==> src/rtl/rts_pkg.sv <==
`default_nettype none
package rts_pkg;

    localparam int LEN_W        = 16;
    localparam int FRAC_W       = 8;
    localparam int SQ_W         = 2 * LEN_W;
    localparam int RES_W        = 17;
    localparam int STAT_W       = 2;
    localparam int QUEUE_DEPTH  = 2;
    localparam int SQRT_STEPS   = 33;
    localparam int RAD_W        = 2 * SQRT_STEPS;
    localparam int ROOT_W       = SQRT_STEPS;
    localparam int REM_W        = ROOT_W + 3;
    localparam int SCALE_W      = 32 - LEN_W;
    localparam int CORDIC_STEPS = 20;
    localparam int XY_W         = 36;
    localparam int Z_W          = 25;
    localparam int ANGLE_SHIFT  = 16 - FRAC_W;
    localparam int ANGLE_HALF   = (ANGLE_SHIFT == 0) ? 0 : (1 << (ANGLE_SHIFT - 1));
    localparam int ANGLE_MAX    = 90 * 65536;
    localparam int RES_MAX      = (1 << RES_W) - 1;

    typedef enum logic [1:0] {
        CMD_HYP    = 2'd0,
        CMD_LEG    = 2'd1,
        CMD_ANGLE  = 2'd2,
        CMD_UNUSED = 2'd3
    } cmd_t;

    typedef enum logic [1:0] {
        STAT_OK        = 2'd0,
        STAT_FEW_SIDES = 2'd1,
        STAT_HYP_SHORT = 2'd2,
        STAT_LEG_LONG  = 2'd3
    } stat_t;

    typedef enum logic [2:0] {
        OP_NONE,
        OP_HYP,
        OP_LEG,
        OP_ASIN,
        OP_ACOS,
        OP_ATAN
    } op_t;

    typedef struct packed {
        op_t              op;
        stat_t            status;
        logic [SQ_W-1:0]  sq_p;
        logic [SQ_W-1:0]  sq_q;
        logic [LEN_W-1:0] opp;
        logic [LEN_W-1:0] adj;
    } item_t;

    typedef struct packed {
        op_t   op;
        stat_t status;
    } meta_t;

    function automatic logic signed [Z_W-1:0] atan_deg16(input int i);
        logic signed [Z_W-1:0] v;
        case (i)
            0:       v = 25'sd2949120;
            1:       v = 25'sd1740967;
            2:       v = 25'sd919879;
            3:       v = 25'sd466945;
            4:       v = 25'sd234379;
            5:       v = 25'sd117304;
            6:       v = 25'sd58666;
            7:       v = 25'sd29335;
            8:       v = 25'sd14668;
            9:       v = 25'sd7334;
            10:      v = 25'sd3667;
            11:      v = 25'sd1833;
            12:      v = 25'sd917;
            13:      v = 25'sd458;
            14:      v = 25'sd229;
            15:      v = 25'sd115;
            16:      v = 25'sd57;
            17:      v = 25'sd29;
            18:      v = 25'sd14;
            19:      v = 25'sd7;
            default: v = 25'sd0;
        endcase
        return v;
    endfunction

    // shift toward zero
    function automatic logic signed [XY_W-1:0] shr_tz(input logic signed [XY_W-1:0] v,
                                                       input int s);
        logic signed [XY_W-1:0] r;
        if (v < 0)
        begin
            r = -((-v) >>> s);
        end
        else
        begin
            r = v >>> s;
        end
        return r;
    endfunction

endpackage
`default_nettype wire

==> src/rtl/rts_front.sv <==
`default_nettype none
module rts_front (
    input  wire logic                      clk,
    input  wire logic                      rst_n,
    input  wire logic                      in_valid,
    output logic                           in_ready,
    input  wire logic [1:0]                command,
    input  wire logic [rts_pkg::LEN_W-1:0] opposite_len,
    input  wire logic [rts_pkg::LEN_W-1:0] adjacent_len,
    input  wire logic [rts_pkg::LEN_W-1:0] hyp_len,
    output logic                           push_valid,
    input  wire logic                      push_ready,
    output rts_pkg::item_t                 push_item
);
    import rts_pkg::*;

    logic             vld_reg;
    logic             vld_next;
    item_t            item_reg;
    item_t            item_next;
    op_t              op;
    stat_t            st;
    logic [LEN_W-1:0] p;
    logic [LEN_W-1:0] q;
    logic [1:0]       known;
    logic             accept;

    assign in_ready   = !vld_reg || push_ready;
    assign accept     = in_valid && in_ready;
    assign push_valid = vld_reg;
    assign push_item  = item_reg;

    assign known = {1'b0, opposite_len != '0} + {1'b0, adjacent_len != '0}
                 + {1'b0, hyp_len != '0};

    // classify the request and pick the two operands to square
    always_comb
    begin
        op = OP_NONE;
        st = STAT_OK;
        p  = '0;
        q  = '0;
        case (cmd_t'(command))
            CMD_HYP:
            begin
                op = OP_HYP;
                p  = opposite_len;
                q  = adjacent_len;
            end
            CMD_LEG:
            begin
                if (adjacent_len > hyp_len)
                begin
                    st = STAT_LEG_LONG;
                end
                else
                begin
                    op = OP_LEG;
                    p  = hyp_len;
                    q  = adjacent_len;
                end
            end
            CMD_ANGLE:
            begin
                if (hyp_len != '0 && (adjacent_len >= hyp_len || opposite_len >= hyp_len))
                begin
                    st = STAT_HYP_SHORT;
                end
                else if (known < 2'd2)
                begin
                    st = STAT_FEW_SIDES;
                end
                else if (opposite_len != '0 && hyp_len != '0)
                begin
                    op = OP_ASIN;
                    p  = hyp_len;
                    q  = opposite_len;
                end
                else if (adjacent_len != '0 && hyp_len != '0)
                begin
                    op = OP_ACOS;
                    p  = hyp_len;
                    q  = adjacent_len;
                end
                else
                begin
                    op = OP_ATAN;
                end
            end
            default:
            begin
                op = OP_NONE;
            end
        endcase
    end

    always_comb
    begin
        item_next.op     = op;
        item_next.status = st;
        item_next.sq_p   = p * p;
        item_next.sq_q   = q * q;
        item_next.opp    = opposite_len;
        item_next.adj    = adjacent_len;
        vld_next         = accept ? 1'b1 : (push_ready ? 1'b0 : vld_reg);
    end

    always_ff @(posedge clk or negedge rst_n)
    begin
        if (!rst_n)
        begin
            vld_reg <= 1'b0;
        end
        else
        begin
            vld_reg <= vld_next;
        end
    end

    always_ff @(posedge clk)
    begin
        if (accept)
        begin
            item_reg <= item_next;
        end
    end

endmodule
`default_nettype wire

==> config.mk <==
export PLATFORM = sky130hd
export DESIGN_NAME = rts_front
export DESIGN_NICKNAME = d
export VERILOG_FILES = /design/src/rtl/rts_pkg.sv /design/src/rtl/rts_front.sv
export SDC_FILE = /design/constraint.sdc
export NUM_CORES = 1
export LEC_CHECK = 0
export BUFFER_PORTS_ARGS = -buffer_cell sky130_fd_sc_hd__buf_2
export CAP_MARGIN = 15
export CORE_MARGIN = 2
export CORE_UTILIZATION = 57
export DETAILED_ROUTE_END_ITERATION = 10
export PLACE_DENSITY = 0.83
export SLEW_MARGIN = 20
export SYNTH_ARGS = -nofsm -noshare
export SYNTH_HDL_FRONTEND = slang
export SYNTH_SLANG_ARGS = --single-unit
==> constraint.sdc <==
create_clock -name clk -period 3 [get_ports clk]
set_clock_uncertainty 0.1 [all_clocks]
set_input_delay 0.9 -clock clk [delete_from_list [all_inputs] [get_ports clk]]
set_output_delay 0.9 -clock clk [all_outputs]
set_load 0.05 [all_outputs]
==> impl_metrics.yaml, run 1 <==
power_and_ir_drop:
  p_per_area_mw_per_mm2: 387
  leakagePower_nw: 14.5
  vdd_ir_drop_max_v: 0.000461
  power.total_w: 0.0109
final_layout:
  layout-drive-gt1-share: 0.467
  final_common_cell: "buf_4"
  layout.nets: 3310
  final_core_util: 0.865
  area_growth_pct: 49.1
  multi_input_area_sq_mm: 0.0164
  mostFrequentLayoutCells: "buf_4 (533), inv_1 (386), fa_1 (306)"
  final-seq-area_sq_mm: 0.00300
  fill_cells: 1665
placement:
  dp_hpwl_um: 52500
  pre_cts_ws_ps: -6640
  place.gp.congestion: 1.07
  portBuffers: 154
clock_network:
  clock-sinks: 100
  h-tree-depth: 3
  ctsHoldBuffers: 0
  cts_buffer_depth: 2
  cts_root_buffer: "clkbuf_16"
  clock_latency_ps: 390
  cts_tree: "yes"
  numCtsBuffers: 9
  clk_pin_slew_worst_paths_ps: 70
floorplan:
  die_y_um: 186
  start_util: 0.580
  core_sq_mm: 0.0325
  row_count: 66
  fp.dieArea_sq_mm: 0.0346
  die_w_um: 186
  num_io_pins: 157
critical_path:
  path_buf_inv: 12
  cp_top_family: "adder cells"
  max_stage_delay_ps: 560
  cp_max_fo: 5
  endpoint_kind: "flop"
  cpMostUsedCell: "fa_1"
  cp.required_ps: 3040
  slowest_stage: "or4_4"
  cp_data_arrival_time_ps: 9200
  critical_path_class: "in -> reg"
  start_kind: "primary input"
logic_synthesis:
  synth_compound_area_frac: 0.102
  synth_mux_area_frac: 0.00259
  seq_area_frac_synth: 0.159
  syn_inst: 1933
  syn_avg_cell_area_sq_um: 9.76
  ys_async_sr_fraction: 0.0100
  synth_top_family_by_area: "adder cells"
  synth_seq_cells: 100
  synth_fa_ha_area_frac: 0.498
  syn_area_sq_mm: 0.0189
  synthSimpleGateAreaFrac: 0.107
  ys.flop_type: "edfxtp_1"
  yosysWarnings: 0
  synth_edf_count: 99
  synthXorXnorAreaFrac: 0.0300
  synth_cell_types: 85
timing:
  finalHoldViolCount: 0
  min_period_over_period: 3.05
  hold_ws_ps: 165
  period_needed_ps: 9160
  report.final.slew_viol_count: 0
  slew_headroom: 0.566
  fmax_mhz: 109
  setup_ws_ps: -6160
  worstMarginPinSlew_ps: 646
  rsz0062_at_grt: "true"
  finalSetupViolCount: 66
grt:
  grt_pass1_wl_um: 102000
  antenna_found_initial: 5
  grt_overflow_total: 0
  grt_usage: 0.396
  grt_pass1_vias: 18800
  grt_max_degree: 45
hold_path:
  hp-class: "in -> async"
run_status:
  status: "finished, violations left"
  violations: "negative setup slack"
detailed_routing:
  antenna_left: 0
  route.vias.total: 18400
  wirelength_um: 74000
  drt_pass1_iterations: 8
  drt_iter0_drc: 1741
  wl_per_cell_um: 23.5
  vias_per_cell: 5.85
  drc: 0
flow_run:
  cap_violations: 0
per-layer routing:
metal / vias to the layer above / track usage / part of all wire
li1: 7723 / - / -
met1: 9019 / 0.499 / 0.36
met2: 1247 / 0.654 / 0.47
met3: 426 / 0.0802 / 0.099
met4: 2 / 0.194 / 0.074
met5: - / 0 / 0.00018
through the flow:
step                      setup TNS (ps)  cell area [sq um]  instances
after floorplan                  -264670              19900       1934
after detailed placement         -323470              24900       3006
after global placement           -311080              24900       3006
after CTS                        -279420              26600       3087
final                            -296580              28100       3149
after global routing             -305070              28100       3148
sequential cells by signal, summed over array words and instances, names as in the netlist:
register / flops
push_item: 99
push_valid: 1
cells in the mapped netlist, types with 7 or more instances:
cell type / instances / area, sq um
and3_1: 7 / 43.8
a21o_1: 27 / 203
o21bai_1: 11 / 82.6
xnor2_1: 47 / 412
nor3_1: 12 / 60.1
a22oi_1: 20 / 150
a21oi_1: 60 / 300
a22o_1: 21 / 184
or2_2: 9 / 56.3
a211oi_1: 10 / 75.1
nor4_1: 14 / 87.6
o21ai_0: 27 / 135
edfxtp_1: 99 / 2970
buf_2: 11 / 55.1
and2_1: 8 / 50.1
nor2_1: 163 / 612
clkbuf_1: 15 / 56.3
xor2_1: 15 / 131
ha_1: 233 / 2920
nand2b_1: 8 / 50.1
nand2_1: 182 / 683
nand3_1: 17 / 85.1
inv_1: 453 / 1700
or3_1: 11 / 68.8
o21a_1: 9 / 67.6
fa_1: 324 / 6490
final timing paths:
check                                 from            end  slack [ps]  cells past startpoint
max in group asynchronous            rst_n     push_valid        2550                      1
setup reg to reg                push_valid  push_item[70]        1380                      3
hold reg to reg                 push_valid     push_valid         450                      2
min in group clk                push_valid     push_valid         450                      2
setup / recovery           opposite_len[0]  push_item[94]       -6160                     38
hold / removal                       rst_n     push_valid         170                      1
cells by family (layout without fill, tap and decap cells):
| group | Yosys count | in the layout |
|---|---|---|
| DFF | 100 | 100 |
| buffers and inverters | 494 | 1264 |
| and+or+nand+nor | 461 | 461 |
| other | 1 | 5 |
| muxes | 4 | 4 |
| adders and majority gates | 557 | 557 |
| AOI/OAI and AO/OA | 253 | 253 |
| xor gates and xnor gates | 63 | 63 |
final cells by class:
class | count | area share
diodes | 3 | 0.000267
flip-flops and latches | 100 | 0.107
repair buffers | 786 | 0.218
well taps | 442 | 0.0197
clock buffers | 10 | 0.00814
clock inverters | 6 | 0.00138
multi-input cells | 1340 | 0.582
inverters | 462 | 0.0642
power breakdown:
group	leakage, nW	total [W]	switching (W)	internal [W]
Combinational	13.4	0.00779	0.00445	0.00334
Clock	0.132	0.00119	0.000627	0.000563
Sequential	0.973	0.00191	0.0000565	0.00186
timing repair:
item	in CTS	in global routing
pin swaps	127	191
gates resized for setup	228	240
setup endpoints to repair	66	67
cloned	2	0
buffers inserted	65	76
Power figures use the tool's default switching activity.
==> inputs of run 2 (changes only) <==
Settings changed: RECOVER_POWER set to 100.
==> run 2 against run 1 <==
  * Fmax rose by 0.23%
  * The flow still finishes with violations (negative setup slack)
  * Critical path type unchanged
  * Hold slack got worse by 1.1 ps
  * Highest routed layer unchanged
  * Power barely moved
  * Wire length barely moved
  * Flip-flop and latch count did not move
  * Critical path depth did not move
  * Non-clock buffer count did not move
  * Final cell count did not move
==> impl_metrics.yaml, run 2 (synthesized netlist as in run 1, its figures left out) <==
floorplan:
  start_util: 0.580
  core_sq_mm: 0.0325
  row_count: 66
  fp.dieArea_sq_mm: 0.0346
  die_y_um: 186
  num_io_pins: 157
  die_w_um: 186
placement:
  dp_hpwl_um: 52500
  dp_cells: 3006
  place.gp.congestion: 1.07
  portBuffers: 154
detailed_routing:
  route.vias.total: 18400
  drc: 0
  drt_pass1_iterations: 6
  drt_iter0_drc: 1757
  vias_per_cell: 5.84
  wirelength_um: 73900
  wl_per_cell_um: 23.5
  antenna_left: 0
critical_path:
  cp.required_ps: 3040
  critical_path_class: "in -> reg"
  start_kind: "primary input"
  cpMostUsedCell: "fa_1"
  r2r_cells: 3
  max_stage_delay_ps: 560
  cp_max_fo: 5
  timing.rr.end: "push_item[18]"
  endpoint_kind: "flop"
  slowest_stage: "or4_4"
  r2r-start: "push_valid"
  rrSetupSlack_ps: 1380
  cp_data_arrival_time_ps: 9180
clock_network:
  ctsHoldBuffers: 0
  clock_latency_ps: 390
  cts_buffer_depth: 2
  numCtsBuffers: 9
  clk_pin_slew_worst_paths_ps: 70
  h-tree-depth: 3
  cts_root_buffer: "clkbuf_16"
  clock-sinks: 100
  cts_tree: "yes"
timing:
  setup_ws_ps: -6140
  report.final.slew_viol_count: 0
  slew_headroom: 0.564
  rsz0062_at_grt: "true"
  min_period_over_period: 3.05
  finalSetupViolCount: 66
  period_needed_ps: 9140
  fmax_mhz: 109
  worstMarginPinSlew_ps: 648
  finalHoldViolCount: 0
grt:
  grt_usage: 0.396
  antenna_found_initial: 5
  grt_max_degree: 45
  grt_overflow_total: 0
  grt_pass1_wl_um: 102000
  grt_pass1_vias: 18800
run_status:
  status: "finished, violations left"
  violations: "negative setup slack"
flow_run:
  cap_violations: 0
final_layout:
  mostFrequentLayoutCells: "buf_4 (530), inv_1 (386), fa_1 (306)"
  layout-drive-gt1-share: 0.466
  area_growth_pct: 49.1
  stdcell_count: 3149
  largest_reg_flops: 99
  layout.nets: 3310
  final_common_cell: "buf_4"
power_and_ir_drop:
  leakagePower_nw: 14.4
  power.total_w: 0.0109
  vdd_ir_drop_max_v: 0.000461
  p_per_area_mw_per_mm2: 387
hold_path:
  hp-class: "in -> async"
run 2: how the worst max path moves through the flow:
stage,startpoint,to,depth (start not counted)
floorplan,hyp_len[6],push_item[63],34
global placement,hyp_len[5],push_item[63],38
detailed placement,hyp_len[5],push_item[63],38
CTS,hyp_len[6],push_item[63],38
global route,opposite_len[0],push_item[93],39
finish,opposite_len[0],push_item[94],38
run 2: final cells by class:
cell class	instances	area (sq um)
Multi-Input combinational cell	1340	16400
Inverter	462	1810
Sequential cell	100	3000
Timing Repair Buffer	786	6110
Fill cell	1671	4410
Tap cell	442	553
Clock inverter	6	38.8
Clock buffer	10	229
Antenna cell	3	7.51
run 2: power by group:
part / switching, W / internal (W) / leakage, nW
logic: 0.00445 / 0.00333 / 13.3
clock network: 0.000628 / 0.000562 / 0.132
registers: 0.0000571 / 0.00186 / 0.973
run 2: per-stage QoR:
stage                      util  hold WS, ps  instance area [sq um]  setup TNS, ps  worst slack, ps
final                     0.865          164                  28100        -296290            -6140
after global routing      0.865          168                  28100        -305170            -6260
after CTS                 0.818          156                  26600        -279420            -5750
after detailed placement  0.764          425                  24900        -323470            -6640
after global placement    0.764          400                  24900        -311080            -6340
after floorplan               -          504                  19900        -264670            -5940
run 2: worst max-delay path: cells and delay by family:
family          cells  cell delay [ps]
buf+inv            12             1400
simple gates        7             1210
compound gates     10             1900
xor+xnor            1              150
fa+ha+maj           8             3590
run 2: repair_timing:
item,4_1_cts,5_1_grt
setup endpoints to repair,66,67
hold endpoints to repair,0,0
pin swaps,127,191
resized for setup,228,240
setup buffers,65,76
cloned,2,0
run 2: per-layer routing:
metal | GRT usage | vias to the layer above | routed length (um)
li1 | - | 7729 | -
met1 | 0.499 | 9021 | 26300
met2 | 0.654 | 1205 | 34800
met3 | 0.0802 | 423 | 7270
met4 | 0.194 | 2 | 5580
met5 | 0 | - | 13
