$ cat config.mk
export PLATFORM = sky130hd
export DESIGN_NAME = rts_queue
export DESIGN_NICKNAME = d
export VERILOG_FILES = /design/src/rtl/rts_pkg.sv /design/src/rtl/rts_queue.sv
export SDC_FILE = /design/constraint.sdc
export NUM_CORES = 1
export LEC_CHECK = 0
export ABC_AREA = 0
export BUFFER_PORTS_ARGS = -buffer_cell sky130_fd_sc_hd__buf_2
export CAP_MARGIN = 10
export CELL_PAD_IN_SITES_DETAIL_PLACEMENT = 0
export CELL_PAD_IN_SITES_GLOBAL_PLACEMENT = 1
export CORE_MARGIN = 2
export CORE_UTILIZATION = 44
export DETAILED_ROUTE_END_ITERATION = 6
export HOLD_SLACK_MARGIN = 0.06
export PLACE_DENSITY = 0.8
export SLEW_MARGIN = 0
export SYNTH_ARGS = -nofsm -noshare
export SYNTH_HDL_FRONTEND = slang
export SYNTH_SLANG_ARGS = --single-unit
$ cat constraint.sdc
create_clock -name clk -period 7.9 [get_ports clk]
set_clock_uncertainty 0.15 [all_clocks]
set_input_delay 0.395 -clock clk [delete_from_list [all_inputs] [get_ports clk]]
set_output_delay 0.395 -clock clk [all_outputs]
set_load 0.03 [all_outputs]
$ cat src/rtl/rts_pkg.sv
`default_nettype none
package rts_pkg;

    localparam int LEN_W        = 16;
    localparam int FRAC_W       = 8;
    localparam int SQ_W         = 2 * LEN_W;
    localparam int RES_W        = 17;
    localparam int STAT_W       = 2;
    localparam int QUEUE_DEPTH  = 2;
    localparam int SQRT_STEPS   = 33;
    localparam int RAD_W        = 2 * SQRT_STEPS;
    localparam int ROOT_W       = SQRT_STEPS;
    localparam int REM_W        = ROOT_W + 3;
    localparam int SCALE_W      = 32 - LEN_W;
    localparam int CORDIC_STEPS = 20;
    localparam int XY_W         = 36;
    localparam int Z_W          = 25;
    localparam int ANGLE_SHIFT  = 16 - FRAC_W;
    localparam int ANGLE_HALF   = (ANGLE_SHIFT == 0) ? 0 : (1 << (ANGLE_SHIFT - 1));
    localparam int ANGLE_MAX    = 90 * 65536;
    localparam int RES_MAX      = (1 << RES_W) - 1;

    typedef enum logic [1:0] {
        CMD_HYP    = 2'd0,
        CMD_LEG    = 2'd1,
        CMD_ANGLE  = 2'd2,
        CMD_UNUSED = 2'd3
    } cmd_t;

    typedef enum logic [1:0] {
        STAT_OK        = 2'd0,
        STAT_FEW_SIDES = 2'd1,
        STAT_HYP_SHORT = 2'd2,
        STAT_LEG_LONG  = 2'd3
    } stat_t;

    typedef enum logic [2:0] {
        OP_NONE,
        OP_HYP,
        OP_LEG,
        OP_ASIN,
        OP_ACOS,
        OP_ATAN
    } op_t;

    typedef struct packed {
        op_t              op;
        stat_t            status;
        logic [SQ_W-1:0]  sq_p;
        logic [SQ_W-1:0]  sq_q;
        logic [LEN_W-1:0] opp;
        logic [LEN_W-1:0] adj;
    } item_t;

    typedef struct packed {
        op_t   op;
        stat_t status;
    } meta_t;

    function automatic logic signed [Z_W-1:0] atan_deg16(input int i);
        logic signed [Z_W-1:0] v;
        case (i)
            0:       v = 25'sd2949120;
            1:       v = 25'sd1740967;
            2:       v = 25'sd919879;
            3:       v = 25'sd466945;
            4:       v = 25'sd234379;
            5:       v = 25'sd117304;
            6:       v = 25'sd58666;
            7:       v = 25'sd29335;
            8:       v = 25'sd14668;
            9:       v = 25'sd7334;
            10:      v = 25'sd3667;
            11:      v = 25'sd1833;
            12:      v = 25'sd917;
            13:      v = 25'sd458;
            14:      v = 25'sd229;
            15:      v = 25'sd115;
            16:      v = 25'sd57;
            17:      v = 25'sd29;
            18:      v = 25'sd14;
            19:      v = 25'sd7;
            default: v = 25'sd0;
        endcase
        return v;
    endfunction

    // shift toward zero
    function automatic logic signed [XY_W-1:0] shr_tz(input logic signed [XY_W-1:0] v,
                                                       input int s);
        logic signed [XY_W-1:0] r;
        if (v < 0)
        begin
            r = -((-v) >>> s);
        end
        else
        begin
            r = v >>> s;
        end
        return r;
    endfunction

endpackage
`default_nettype wire

$ cat src/rtl/rts_queue.sv
`default_nettype none
module rts_queue #(
    parameter int DEPTH = rts_pkg::QUEUE_DEPTH
) (
    input  wire logic           clk,
    input  wire logic           rst_n,
    input  wire logic           in_valid,
    output logic                in_ready,
    input  wire rts_pkg::item_t in_item,
    output logic                out_valid,
    input  wire logic           out_ready,
    output rts_pkg::item_t      out_item
);
    import rts_pkg::*;

    localparam int PTR_W = (DEPTH > 1) ? $clog2(DEPTH) : 1;
    localparam int CNT_W = $clog2(DEPTH + 1);

    item_t            mem [DEPTH];
    logic [PTR_W-1:0] wr_ptr_reg;
    logic [PTR_W-1:0] wr_ptr_next;
    logic [PTR_W-1:0] rd_ptr_reg;
    logic [PTR_W-1:0] rd_ptr_next;
    logic [CNT_W-1:0] count_reg;
    logic [CNT_W-1:0] count_next;
    logic             push;
    logic             pop;

    assign out_valid = count_reg != '0;
    assign pop       = out_valid && out_ready;
    assign in_ready  = (count_reg != CNT_W'(DEPTH)) || pop;
    assign push      = in_valid && in_ready;
    assign out_item  = mem[rd_ptr_reg];

    always_comb
    begin
        wr_ptr_next = wr_ptr_reg;
        rd_ptr_next = rd_ptr_reg;
        count_next  = count_reg;
        if (push)
        begin
            wr_ptr_next = (wr_ptr_reg == PTR_W'(DEPTH - 1)) ? '0 : wr_ptr_reg + 1'b1;
        end
        if (pop)
        begin
            rd_ptr_next = (rd_ptr_reg == PTR_W'(DEPTH - 1)) ? '0 : rd_ptr_reg + 1'b1;
        end
        if (push && !pop)
        begin
            count_next = count_reg + 1'b1;
        end
        else if (pop && !push)
        begin
            count_next = count_reg - 1'b1;
        end
    end

    always_ff @(posedge clk or negedge rst_n)
    begin
        if (!rst_n)
        begin
            wr_ptr_reg <= '0;
            rd_ptr_reg <= '0;
            count_reg  <= '0;
        end
        else
        begin
            wr_ptr_reg <= wr_ptr_next;
            rd_ptr_reg <= rd_ptr_next;
            count_reg  <= count_next;
        end
    end

    always_ff @(posedge clk)
    begin
        if (push)
        begin
            mem[wr_ptr_reg] <= in_item;
        end
    end

endmodule
`default_nettype wire

==> results of run 1 <==
==> cells in the mapped netlist <==
| cell type | n |
|---|---|
| buf_2 | 2 |
| nand2_4 | 1 |
| inv_1 | 1 |
| buf_6 | 8 |
| dfrtp_1 | 4 |
| and3_1 | 1 |
| xor2_1 | 2 |
| or2_2 | 1 |
| mux2_2 | 101 |
| nor2_1 | 2 |
| nand2_1 | 1 |
| buf_4 | 1 |
| ha_1 | 1 |
| or3b_4 | 1 |
| xnor2_1 | 3 |
| edfxtp_1 | 202 |
==> final cells by class <==
| class | count | area share (%) |
|---|---|---|
| multi-input cells | 114 | 12.0 |
| flip-flops and latches | 206 | 59.3 |
| diodes | 1 | 0.0240 |
| well taps | 220 | 2.64 |
| repair buffers | 314 | 20.1 |
| clock buffers | 28 | 5.30 |
| clock inverters | 8 | 0.577 |
| inverters | 1 | 0.0360 |
==> stage by stage <==
step                      total power, mW  instances  hold slack, ns  cell area [um^2]
after floorplan                      2.58        332         -0.0506              7520
after global placement               2.87        752          0.0644              8770
after detailed placement             2.89        752          0.0656              8770
after CTS                            3.83        891          0.0879             10400
after global routing                 3.96        891          0.0932             10400
final                                3.78        892          0.0983             10400
==> critical path: stages, from the launching register on <==
cell     delay, ns
dfrtp_4       0.79
buf_4         0.74
mux2_2        0.43
buf_2         0.18
==> layer usage <==
metal,share of wire (%),vias to the layer above,global-route usage (%)
li1,-,1970,-
met1,40,2014,18.5
met2,51,161,28.8
met3,7.9,21,4.69
met4,1.4,2,3.92
met5,0.089,-,0
==> power groups by stage <==
| stage | Clock, mW | Combinational [mW] | Sequential (mW) |
|---|---|---|---|
| 6_report | 0.882 | 1.33 | 1.57 |
| 4_1_cts | 0.910 | 1.34 | 1.57 |
| 2_1_floorplan | 0 | 1.02 | 1.56 |
| 3_5_place_dp | 0 | 1.30 | 1.60 |
| 3_3_place_gp | 0 | 1.29 | 1.58 |
| 5_1_grt | 0.951 | 1.41 | 1.60 |
==> placed cells by master (no fill, tap or decap), types with 2 or more instances in the layout <==
master	synthesis	routed
buf_2	2	207
edfxtp_1	202	202
dlygate4sd3_1	0	103
mux2_2	101	101
clkbuf_16	0	21
clkbuf_1	0	7
clkinv_1	0	4
buf_4	1	4
xnor2_1	3	3
clkinv_2	0	3
dfrtp_1	4	3
xor2_1	2	2
==> cell families (layout without fill, tap and decap cells) <==
logic type | Yosys count | in the layout
xor+xnor | 5 | 5
fa+ha+maj | 1 | 1
simple gates | 7 | 7
buf+inv | 12 | 351
other cells | 0 | 1
mux | 101 | 101
flops | 206 | 206
==> how the worst max path moves through the flow <==
stage | start | end | slack (ns) | cells after the start
floorplan | count_reg[1] | mem[0][0] | 2.20 | 3
global placement | rd_ptr_reg | out_item[57] | 5.14 | 3
detailed placement | rd_ptr_reg | out_item[60] | 5.13 | 3
CTS | rd_ptr_reg | out_item[60] | 4.62 | 3
global route | rd_ptr_reg | out_item[100] | 4.51 | 3
finish | rd_ptr_reg | out_item[58] | 4.67 | 3
==> what timing repair did <==
action                                 in CTS  in global routing
endpoints found under the hold margin     207                  0
setup endpoints to repair                   0                  0
hold buffers                              103                  0
==> results by group, run 1 <==
Synth
  • Sequential share of the synthesized area: 82.0%
  • XOR/XNOR Fraction of Synth Area: less than 1%
  • Area share of fa/ha/maj cells after synthesis: 0.166%
  • Post-Syn Area: 7520 um^2
  • Synth area leaders: edfxtp_1 81%, mux2_2 15%, dfrtp_1 1.3%, buf_6 1.2%, xnor2_1 0.35%
  • Cell taking the most area after synthesis: edfxtp_1
  • Synth Warn #: 0
  • Synthesized netlist cell count: 332
  • Top-area cell type share of the netlist area: 80.7%
  • Mux cell area share after synthesis: 15.1%
  • Yosys reg bits: between 200 and 250
  • Yosys cell types: 16
  • Largest family of logic cells by synthesized area: multiplexers
  • Synth Area in Compound Gates: 0%
  • Post-synthesis simple-gate area fraction: 0.616%
  • Syn avg cell area: 22.6 um^2
  • Syn_nets: 438

Die
  • Die Width: 135 um
  • Die ar.: 18100 um^2
  • I/O pins: 208
  • Row count: 47
  • Starting Density: 45.2%
  • Core ar.: 16600 um^2
  • Vert. Die Dim: 135 um

Pwr
  • Internal power: roughly 2.5 mW
  • Clock power frac: 23.3%
  • Worst VDD drop: about 240 uV
  • Logic gate share of total power: 35.2%
  • Sequential Power Share: 41.5%
  • Pwr per Cell Area: 363 nW/um^2
  • Switching Share: 34.7%
  • Leak Pwr: 3.94 nW
  • Sw power: around 1.3 mW

GRT
  • Initial antenna violation count: 1
  • Total gr overflow: 0
  • First-pass GRT wire length: 22700 um
  • Total GRT Usage: 15.9%
  • Vias in the first global route: ~4600
  • Pin count of the biggest net entering global routing: 62

CTS
  • Clock-pin slew of the registers on the worst-case setup and hold paths: 0.06 ns
  • Clock buffer depth: 3
  • Clk sink count: just over 200
  • Postcts setup bufs: 0
  • Later-pin clock latency in the skew report: 0.47 ns
  • TritonCTS clock tree: done
  • H-tree Lvls: 1
  • Post-CTS resize count: 0
  • Clk root buf: clkbuf_16
  • TritonCTS buffer count: 21

Timing
  • Setup TNS: 0 ns
  • Tcrit/Tclk final: 40.9%
  • Fin crit period: 3.23 ns
  • RSZ-0062 raised after global routing: no
  • Max-slew violations: 0
  • Final hold vios: 0
  • Slew headroom: between 40 and 50%
  • Peak Freq: 309 MHz
  • Final worst setup slack: 4.67 ns
  • Slew @ Worst Pin: 0.839 ns
  • Setup Viol. Count Final: 0

Cells and area
  • Area grow syn2layout: 38.5%
  • Footprint of the multi-input gates: 1250 um^2
  • Reg area: 6170 um^2
  • Max reg flops: 202
  • Total Nets Final: 764
  • Fillers: between 1000 and 1500
  • Final core occ: a little over three fifths
  • Layout cells sized above 1: 51.1%

Worst setup path
  • CP Max Fanout: approximately 60
  • Worst path required time: roughly 7.4 ns
  • Startpoint types: flip-flop
  • FF-to-FF setup slack: 5.30 ns
  • Critical Setup Path Class: reg2out
  • Reg2Reg Depth: 3
  • RR Endpoint: mem[1][22]
  • Reg2Reg Launch Point: count_reg[1]
  • Critical Path End Type: output pin
  • Worst endpoint data arrival time: about 2.7 ns

Detailed routing
  • Drt pass-1 iters: 4
  • Routed wire length: about 15000 um
  • Post-route ant nets: 0
  • DR vias: about 4200
  • Vias per inst: 4.67
  • Drt drc: 0
  • Avg WL per Cell: 16.3 um
  • Initial DRC Count: between 200 and 250

Place
  • Dpl hpwl: roughly 9000 um
  • GPL Wtd Cong: 0.696
  • Dpl ws: 5.13 ns
  • PortBufs: 207

Job
  • Max-Cap Viols: 0

Hold path
  • Class of the worst hold path: in2async

Status
  • Status: completed
(Power assumes the default switching activity.)
==> run 2: changes to the inputs <==
==> constraint.sdc (replaced) <==
create_clock -name clk -period 3.3 [get_ports clk]
set_clock_uncertainty 0.15 [all_clocks]
set_input_delay 0.165 -clock clk [delete_from_list [all_inputs] [get_ports clk]]
set_output_delay 0.165 -clock clk [all_outputs]
set_load 0.03 [all_outputs]
==> run 2 against run 1 <==
Cell count increased by 0.56%. Largest cell class unchanged. Critical path type unchanged. Utilization increased by 0.90 points. Highest routed layer is now met4. Clock power rose to 2.7 times the previous value. Non-clock buffer count is 3 higher.
==> results by group, run 2 (same netlist as run 1, synthesis figures left out) <==
CTS
  • Post-CTS resize count: 0 (unchanged)
  • Later-pin clock latency in the skew report: 0.49 ns (+0.02 ns)
  • H-tree Lvls: 1 (unchanged)
  • TritonCTS clock tree: done
  • TritonCTS buffer count: 22 (+4.8%)
  • Clock buffer depth: 3 (unchanged)
  • Clk root buf: clkbuf_16
  • Clk sink count: 206 (unchanged)
  • Clock-pin slew of the registers on the worst-case setup and hold paths: 0.06 ns (about the same)

Detailed routing
  • Drt drc: 0 (unchanged)
  • Initial DRC Count: 246 (+7.0%)
  • Vias per inst: 4.74 (+1.4%)
  • Routed wire length: 15000 um (+2.8%)
  • DR vias: 4249 (+1.9%)
  • Post-route ant nets: 0 (unchanged)
  • Drt pass-1 iters: 4 (unchanged)
  • Avg WL per Cell: 16.7 um (+2.2%)

Place
  • GPL Wtd Cong: 0.760 (+9.3%)
  • PortBufs: 207 (unchanged)
  • Dpl hpwl: 8740 um (about the same)

Timing
  • Max-slew violations: 0 (unchanged)
  • WHS: 0.242 ns (+0.144 ns)
  • Tcrit/Tclk final: 77.3%
  • Slew @ Worst Pin: 0.634 ns (-0.205 ns)
  • RSZ-0062 raised after global routing: no
  • Final hold vios: 0 (unchanged)
  • Slew headroom: 57.7% (+14 points)
  • Fin crit period: between 2 and 3 ns
  • Setup TNS: 0 ns (unchanged)
  • Setup Viol. Count Final: 0 (unchanged)
  • Peak Freq: just under 400 MHz

Die
  • Die Width: 135 um (unchanged)
  • Starting Density: 45.2% (unchanged)
  • Vert. Die Dim: 135 um (unchanged)
  • I/O pins: 208 (unchanged)
  • Row count: 47 (unchanged)
  • Core ar.: 16600 um^2 (unchanged)
  • Die ar.: 18100 um^2 (unchanged)

Worst setup path
  • Worst endpoint data arrival time: 2.24 ns (-0.45 ns)
  • RR Endpoint: mem[1][38]
  • Reg2Reg Launch Point: count_reg[0]
  • Critical Setup Path Class: reg2out
  • Critical Path End Type: output pin
  • CP Max Fanout: 41 (-33%)
  • FF-to-FF setup slack: 1.35 ns (-3.95 ns)
  • Reg2Reg Depth: 3 (unchanged)
  • Startpoint types: flip-flop
  • Worst path required time: 2.98 ns (-4.38 ns)
  • Crit path launch: rd_ptr_reg

GRT
  • Total gr overflow: 0 (unchanged)
  • Initial antenna violation count: 0 (-1)
  • Total GRT Usage: 16.0% (+0.14 points)
  • Pin count of the biggest net entering global routing: 102 (+65%)
  • Vias in the first global route: 4536 (-1.3%)
  • First-pass GRT wire length: 22800 um (+0.52%)

Status
  • Status: completed

Cells and area
  • Final core occ: 63.5% (+0.90 points)
  • # diodes: 0 (-1)
  • Total Nets Final: 768 (+0.52%)
  • Commonest non-fill, non-tap cell in the layout: buf_2
  • Max reg flops: 202 (unchanged)
  • Area grow syn2layout: 40.5%
  • Most used cells in the layout excluding fill and tap cells: 207 x buf_2, 202 x edfxtp_1, 106 x dlygate4sd3_1
  • Layout cells sized above 1: 51.4% (+0.29 points)

Pwr
  • Pwr per Cell Area: 883 nW/um^2 (+140%)
  • Worst VDD drop: 629 uV (+160%)
  • Leak Pwr: 4.01 nW (+1.7%)

Hold path
  • Min-delay src: in_item[1]
  • Worst Hold Depth: 2
  • Class of the worst hold path: in2reg
  • Worst Hold End: mem[0][1]

Job
  • Max-Cap Viols: 0 (unchanged)
==> run 2: cell count changes in the layout (fill, tap and decap cells not counted) <==
cell           change
buf_12             +3
buf_4              -3
bufinv_16          +1
clkbuf_1           -5
clkbuf_16          +2
clkinv_1           +3
clkinv_2           +1
clkinvlp_4         +1
diode_2            -1
dlygate4sd3_1      +3
==> run 2: stage by stage <==
| stage | cells | power (mW) | worst slack (ns) | instance area [um^2] |
|---|---|---|---|---|
| 2_1_floorplan | 332 | 6.14 | 0.484 | 7530 |
| 3_3_place_gp | 752 | 6.91 | 1.26 | 8800 |
| 3_5_place_dp | 752 | 6.96 | 1.22 | 8800 |
| 4_1_cts | 897 | 9.43 | 0.696 | 10600 |
| 5_1_grt | 897 | 9.73 | 0.621 | 10600 |
| 6_report | 897 | 9.32 | 0.749 | 10600 |
==> run 2: final cells by class <==
cell class                      count  area, um^2
Tap cell                          220         275
Clock inverter                     14         114
Inverter                            1        3.75
Multi-Input combinational cell    114        1250
Sequential cell                   206        6170
Timing Repair Buffer              317        2160
Fill cell                        1183        6080
Clock buffer                       25         583
==> run 2: timing repair <==
item	CTS	global route
endpoints found under the hold margin	209	0
hold buffers	106	0
setup buffers	0	0
setup endpoints to repair	0	0
==> run 2: metal layers <==
metal,global-route usage (%),wire length [um],up-vias
li1,-,-,1980
met1,20.0,6170,2077
met2,27.6,7470,163
met3,4.13,991,29
met4,4.74,359,0
met5,0,0,-
==> run 2: how the worst max path moves through the flow <==
stage,depth (start not counted),end,slack (ns)
6_report,3,out_item[44],0.75
5_1_grt,3,out_item[44],0.62
4_1_cts,3,out_item[72],0.70
3_5_place_dp,3,out_item[72],1.22
3_3_place_gp,3,out_item[50],1.26
2_1_floorplan,3,mem[0][0],0.48
==> run 2: worst max-delay path, cell delays in order (launching register included) <==
cell,delay [ns]
dfrtp_4,0.80
buf_4,0.38
mux2_2,0.38
buf_2,0.18
==> run 2: power breakdown <==
part / total (mW) / leakage, nW / internal [mW] / switching, mW
registers: 3.77 / 1.93 / 3.54 / 0.231
logic: 3.22 / 1.74 / 1.17 / 2.05
clock network: 2.34 / 0.341 / 1.41 / 0.921
total: 9.32 / 4.01 / 6.12 / 3.20
==> run 3: changes to the inputs <==
--- a/config.mk
+++ b/config.mk
@@ -5,16 +5,16 @@
 export SDC_FILE = /design/constraint.sdc
 export NUM_CORES = 1
 export LEC_CHECK = 0
-export ABC_AREA = 0
+export ABC_AREA = 1
 export BUFFER_PORTS_ARGS = -buffer_cell sky130_fd_sc_hd__buf_2
 export CAP_MARGIN = 10
 export CELL_PAD_IN_SITES_DETAIL_PLACEMENT = 0
 export CELL_PAD_IN_SITES_GLOBAL_PLACEMENT = 1
 export CORE_MARGIN = 2
-export CORE_UTILIZATION = 44
+export CORE_UTILIZATION = 37
 export DETAILED_ROUTE_END_ITERATION = 6
 export HOLD_SLACK_MARGIN = 0.06
-export PLACE_DENSITY = 0.8
+export PLACE_DENSITY = 0.76
 export SLEW_MARGIN = 0
 export SYNTH_ARGS = -nofsm -noshare
 export SYNTH_HDL_FRONTEND = slang
==> constraint.sdc (replaced) <==
create_clock -name clk -period 2.1 [get_ports clk]
set_clock_uncertainty 0.15 [all_clocks]
set_input_delay 0.105 -clock clk [delete_from_list [all_inputs] [get_ports clk]]
set_output_delay 0.105 -clock clk [all_outputs]
set_load 0.03 [all_outputs]
==> run 3 against run 2 <==
Critical path depth rose by 2. Sequential share of layout area decreased by 1.2 points. Synthesized cell count rose by 68%. Count of clock-buffer cells in the layout is 7 higher. Sequential cell count unchanged. Routed wire length increased by 10%. Cell count grew 30%. Final area up 2.1%. Synthesized area rose by 0.25%. Non-clock buffer count rose by 4. Hold slack lost 0.063 ns.
==> results by group, run 3 <==
Status
  • Status: completed

Job
  • Max-Cap Viols: 0 (unchanged)

Cells and area
  • # diodes: 0 (unchanged)
  • Most used cells in the layout excluding fill and tap cells: 313 x nand2_1, 202 x edfxtp_1, 200 x buf_2
  • Area grow syn2layout: 43.1%
  • Final core occ: 53.6% (-9.8 points)
  • Layout cells sized above 1: 28.1% (-23 points)
  • Total Nets Final: 988 (+29%)
  • Design area: 10800 um^2 (+2.1%)
  • Max reg flops: 202 (unchanged)
  • Commonest non-fill, non-tap cell in the layout: nand2_1
  • Fillers: 1653 (+40%)

GRT
  • Initial antenna violation count: 0 (unchanged)
  • Pin count of the biggest net entering global routing: 68 (-33%)
  • Total GRT Usage: 14.7% (-1.3 points)
  • Vias in the first global route: 5139 (+13%)
  • First-pass GRT wire length: 25400 um (+12%)
  • Total gr overflow: 0 (unchanged)

Detailed routing
  • Vias per inst: 4.40 (-7.2%)
  • Drt pass-1 iters: 4 (unchanged)
  • Initial DRC Count: 220 (-11%)
  • Avg WL per Cell: 14.1 um (-15%)
  • Routed wire length: 16500 um (+10%)
  • Drt drc: 0 (unchanged)
  • Post-route ant nets: 0 (unchanged)
  • DR vias: 5131 (+21%)

Place
  • Placed cell areas: 9010 um^2 (+2.3%)
  • Dpl ws: 0.466 ns (-0.753 ns)
  • GPL Wtd Cong: 0.715 (-6.0%)
  • PortBufs: 207 (unchanged)
  • Dpl hpwl: 9710 um (+11%)

Synth
  • Synth Flop Type: edfxtp_1
  • Top-area cell type share of the netlist area: 80.5% (-0.20 points)
  • Synth Warn #: 0 (unchanged)
  • EDFF count, synth: 202 (unchanged)
  • Synth area leaders: edfxtp_1 80%, nand2_1 16%, dfrtp_1 1.3%, buf_2 1.3%, inv_1 0.40%
  • Sequential share of the synthesized area: 81.8% (-0.20 points)
  • Yosys cell types: 12 (-4)
  • Count leader, synth: nand2_1
  • Syn avg cell area: 13.5 um^2 (-40%)
  • Async SR Flop Fraction: 1.94% (unchanged)
  • Yosys reg bits: 206 (unchanged)
  • Leading post-synthesis cells by instance count: 314 x nand2_1, 202 x edfxtp_1, 19 x buf_2
  • Syn_nets: 665 (+52%)
  • Post-Syn Area: 7540 um^2 (+0.25%)
  • Cell taking the most area after synthesis: edfxtp_1
  • Synthesized netlist cell count: 559 (+68%)

CTS
  • Clk root buf: clkbuf_16
  • Later-pin clock latency in the skew report: 0.48 ns (about the same)
  • Clk sink count: 206 (unchanged)
  • H-tree Lvls: 1 (unchanged)
  • Postcts setup bufs: 0 (unchanged)
  • Clock buffer depth: 3 (unchanged)
  • TritonCTS clock tree: done
  • TritonCTS buffer count: 22 (unchanged)
  • Clock-pin slew of the registers on the worst-case setup and hold paths: 0.06 ns (about the same)

Hold path
  • Worst Hold Depth: 2 (unchanged)
  • Class of the worst hold path: in2reg

Timing
  • Setup Viol. Count Final: 0 (unchanged)
  • Peak Freq: ~480 MHz
  • Final worst setup slack: 0.0237 ns (-0.726 ns)
  • RSZ-0062 raised after global routing: yes
  • Final hold vios: 0 (unchanged)
  • Max-slew violations: 0 (unchanged)
  • Slew headroom: 74.2% (+16 points)
  • Slew @ Worst Pin: 0.388 ns (-0.246 ns)
  • Fin crit period: 2.08 ns
  • Tcrit/Tclk final: 98.9%

Die
  • Die Width: 147 um (+8.9%)
  • Starting Density: 37.5% (-7.7 points)
  • Die ar.: 21500 um^2 (+19%)
  • Core ar.: 20100 um^2 (+21%)
  • Vert. Die Dim: 147 um (+8.9%)
  • I/O pins: 208 (unchanged)
  • Row count: 52 (+11%)

Worst setup path
  • CP endpoint: out_item[10]
  • FF-to-FF setup slack: 0.47 ns (-0.88 ns)
  • Critical Setup Path Class: reg2out
  • Critical Path End Type: output pin
  • Crit path launch: rd_ptr_reg
  • Reg2Reg Depth: 5 (+2)
  • RR Endpoint: mem[0][100]
  • CP Max Fanout: 55 (+34%)
  • Worst path required time: 1.85 ns (-1.13 ns)
  • Reg2Reg Launch Point: count_reg[0]
  • Startpoint types: flip-flop
  • Worst endpoint data arrival time: 1.82 ns (-0.42 ns)

Pwr
  • Worst VDD drop: 1050 uV (+66%)
  • Leak Pwr: 4.61 nW (+15%)
  • Pwr per Cell Area: 1420 nW/um^2 (+60%)
run 3: cell types whose count changed in the layout (fill, tap and decap cells not counted), moves of 3 or more:
cell,before,now
nand2_1,1,313
mux2_2,101,0
buf_2,207,200
buf_12,3,8
inv_1,1,6
clkbuf_1,2,6
clkbuf_4,0,4
clkinv_2,4,0
clkbuf_8,0,3
run 3: power breakdown:
part           total, mW  leakage (nW)  internal [mW]  switching [mW]
logic               5.86          2.34           1.60            4.26
clock network       3.67         0.338           2.22            1.45
registers           5.73          1.93           5.50           0.227
total               15.3          4.61           9.32            5.93
run 3: worst min path at each step:
stage | from | slack (ns) | end
global route | in_item[25] | 0.18 | mem[1][25]
detailed placement | rst_n | -0.23 | count_reg[0]
floorplan | rst_n | -0.34 | count_reg[0]
global placement | rst_n | -0.23 | rd_ptr_reg
CTS | in_item[27] | 0.16 | mem[0][27]
finish | in_item[27] | 0.18 | mem[0][27]
run 3: critical path: stages, from the launching register on:
cell and delay (ns):
dfrtp_4 0.56, inv_4 0.11, buf_12 0.26, nand2_1 0.08
nand2_1 0.10, buf_2 0.20
run 3: cell type report:
| cell class | count | area [um^2] | share of cell area [%] |
|---|---|---|---|
| timing repair buffer | 321 | 2280 | 21.1 |
| multi-input combinational | 322 | 1260 | 11.7 |
| clock buffer | 32 | 639 | 5.93 |
| tap | 270 | 338 | 3.13 |
| clock inverter | 7 | 57.6 | 0.534 |
| inverter | 9 | 40.0 | 0.371 |
| sequential | 206 | 6170 | 57.2 |
run 3: timing repair:
item                                   in CTS  in global routing
gates resized for setup                     0                 13
setup endpoints to repair                   0                 68
hold buffers                              105                  0
endpoints found under the hold margin     210                  0
run 3: kinds of logic after synthesis:
group         count (synthesis)  share of synthesized area, %
buf+inv                      31                          1.86
xor+xnor                      1                         0.116
flops                       206                          81.8
simple gates                320                          16.0
fa+ha+maj                     1                         0.166
run 3: per-stage QoR:
step | hold slack [ns] | total power, mW | TNS, ns | cells
2_1_floorplan | -0.341 | 9.66 | -132.87 | 559
3_3_place_gp | -0.226 | 11.5 | 0 | 1023
3_5_place_dp | -0.226 | 11.5 | 0 | 1023
4_1_cts | 0.157 | 15.4 | 0 | 1167
5_1_grt | 0.178 | 16.0 | -0.868 | 1167
6_report | 0.179 | 15.3 | 0 | 1167
run 3: metal layers:
layer	vias up	GRT usage [%]	share of wire, %	wire length, um
met5	-	0	0	0
met4	0	4.81	2.4	402
met3	34	2.76	7.8	1290
met2	198	26.0	49	8130
met1	2369	18.4	40	6680
li1	2530	-	-	-
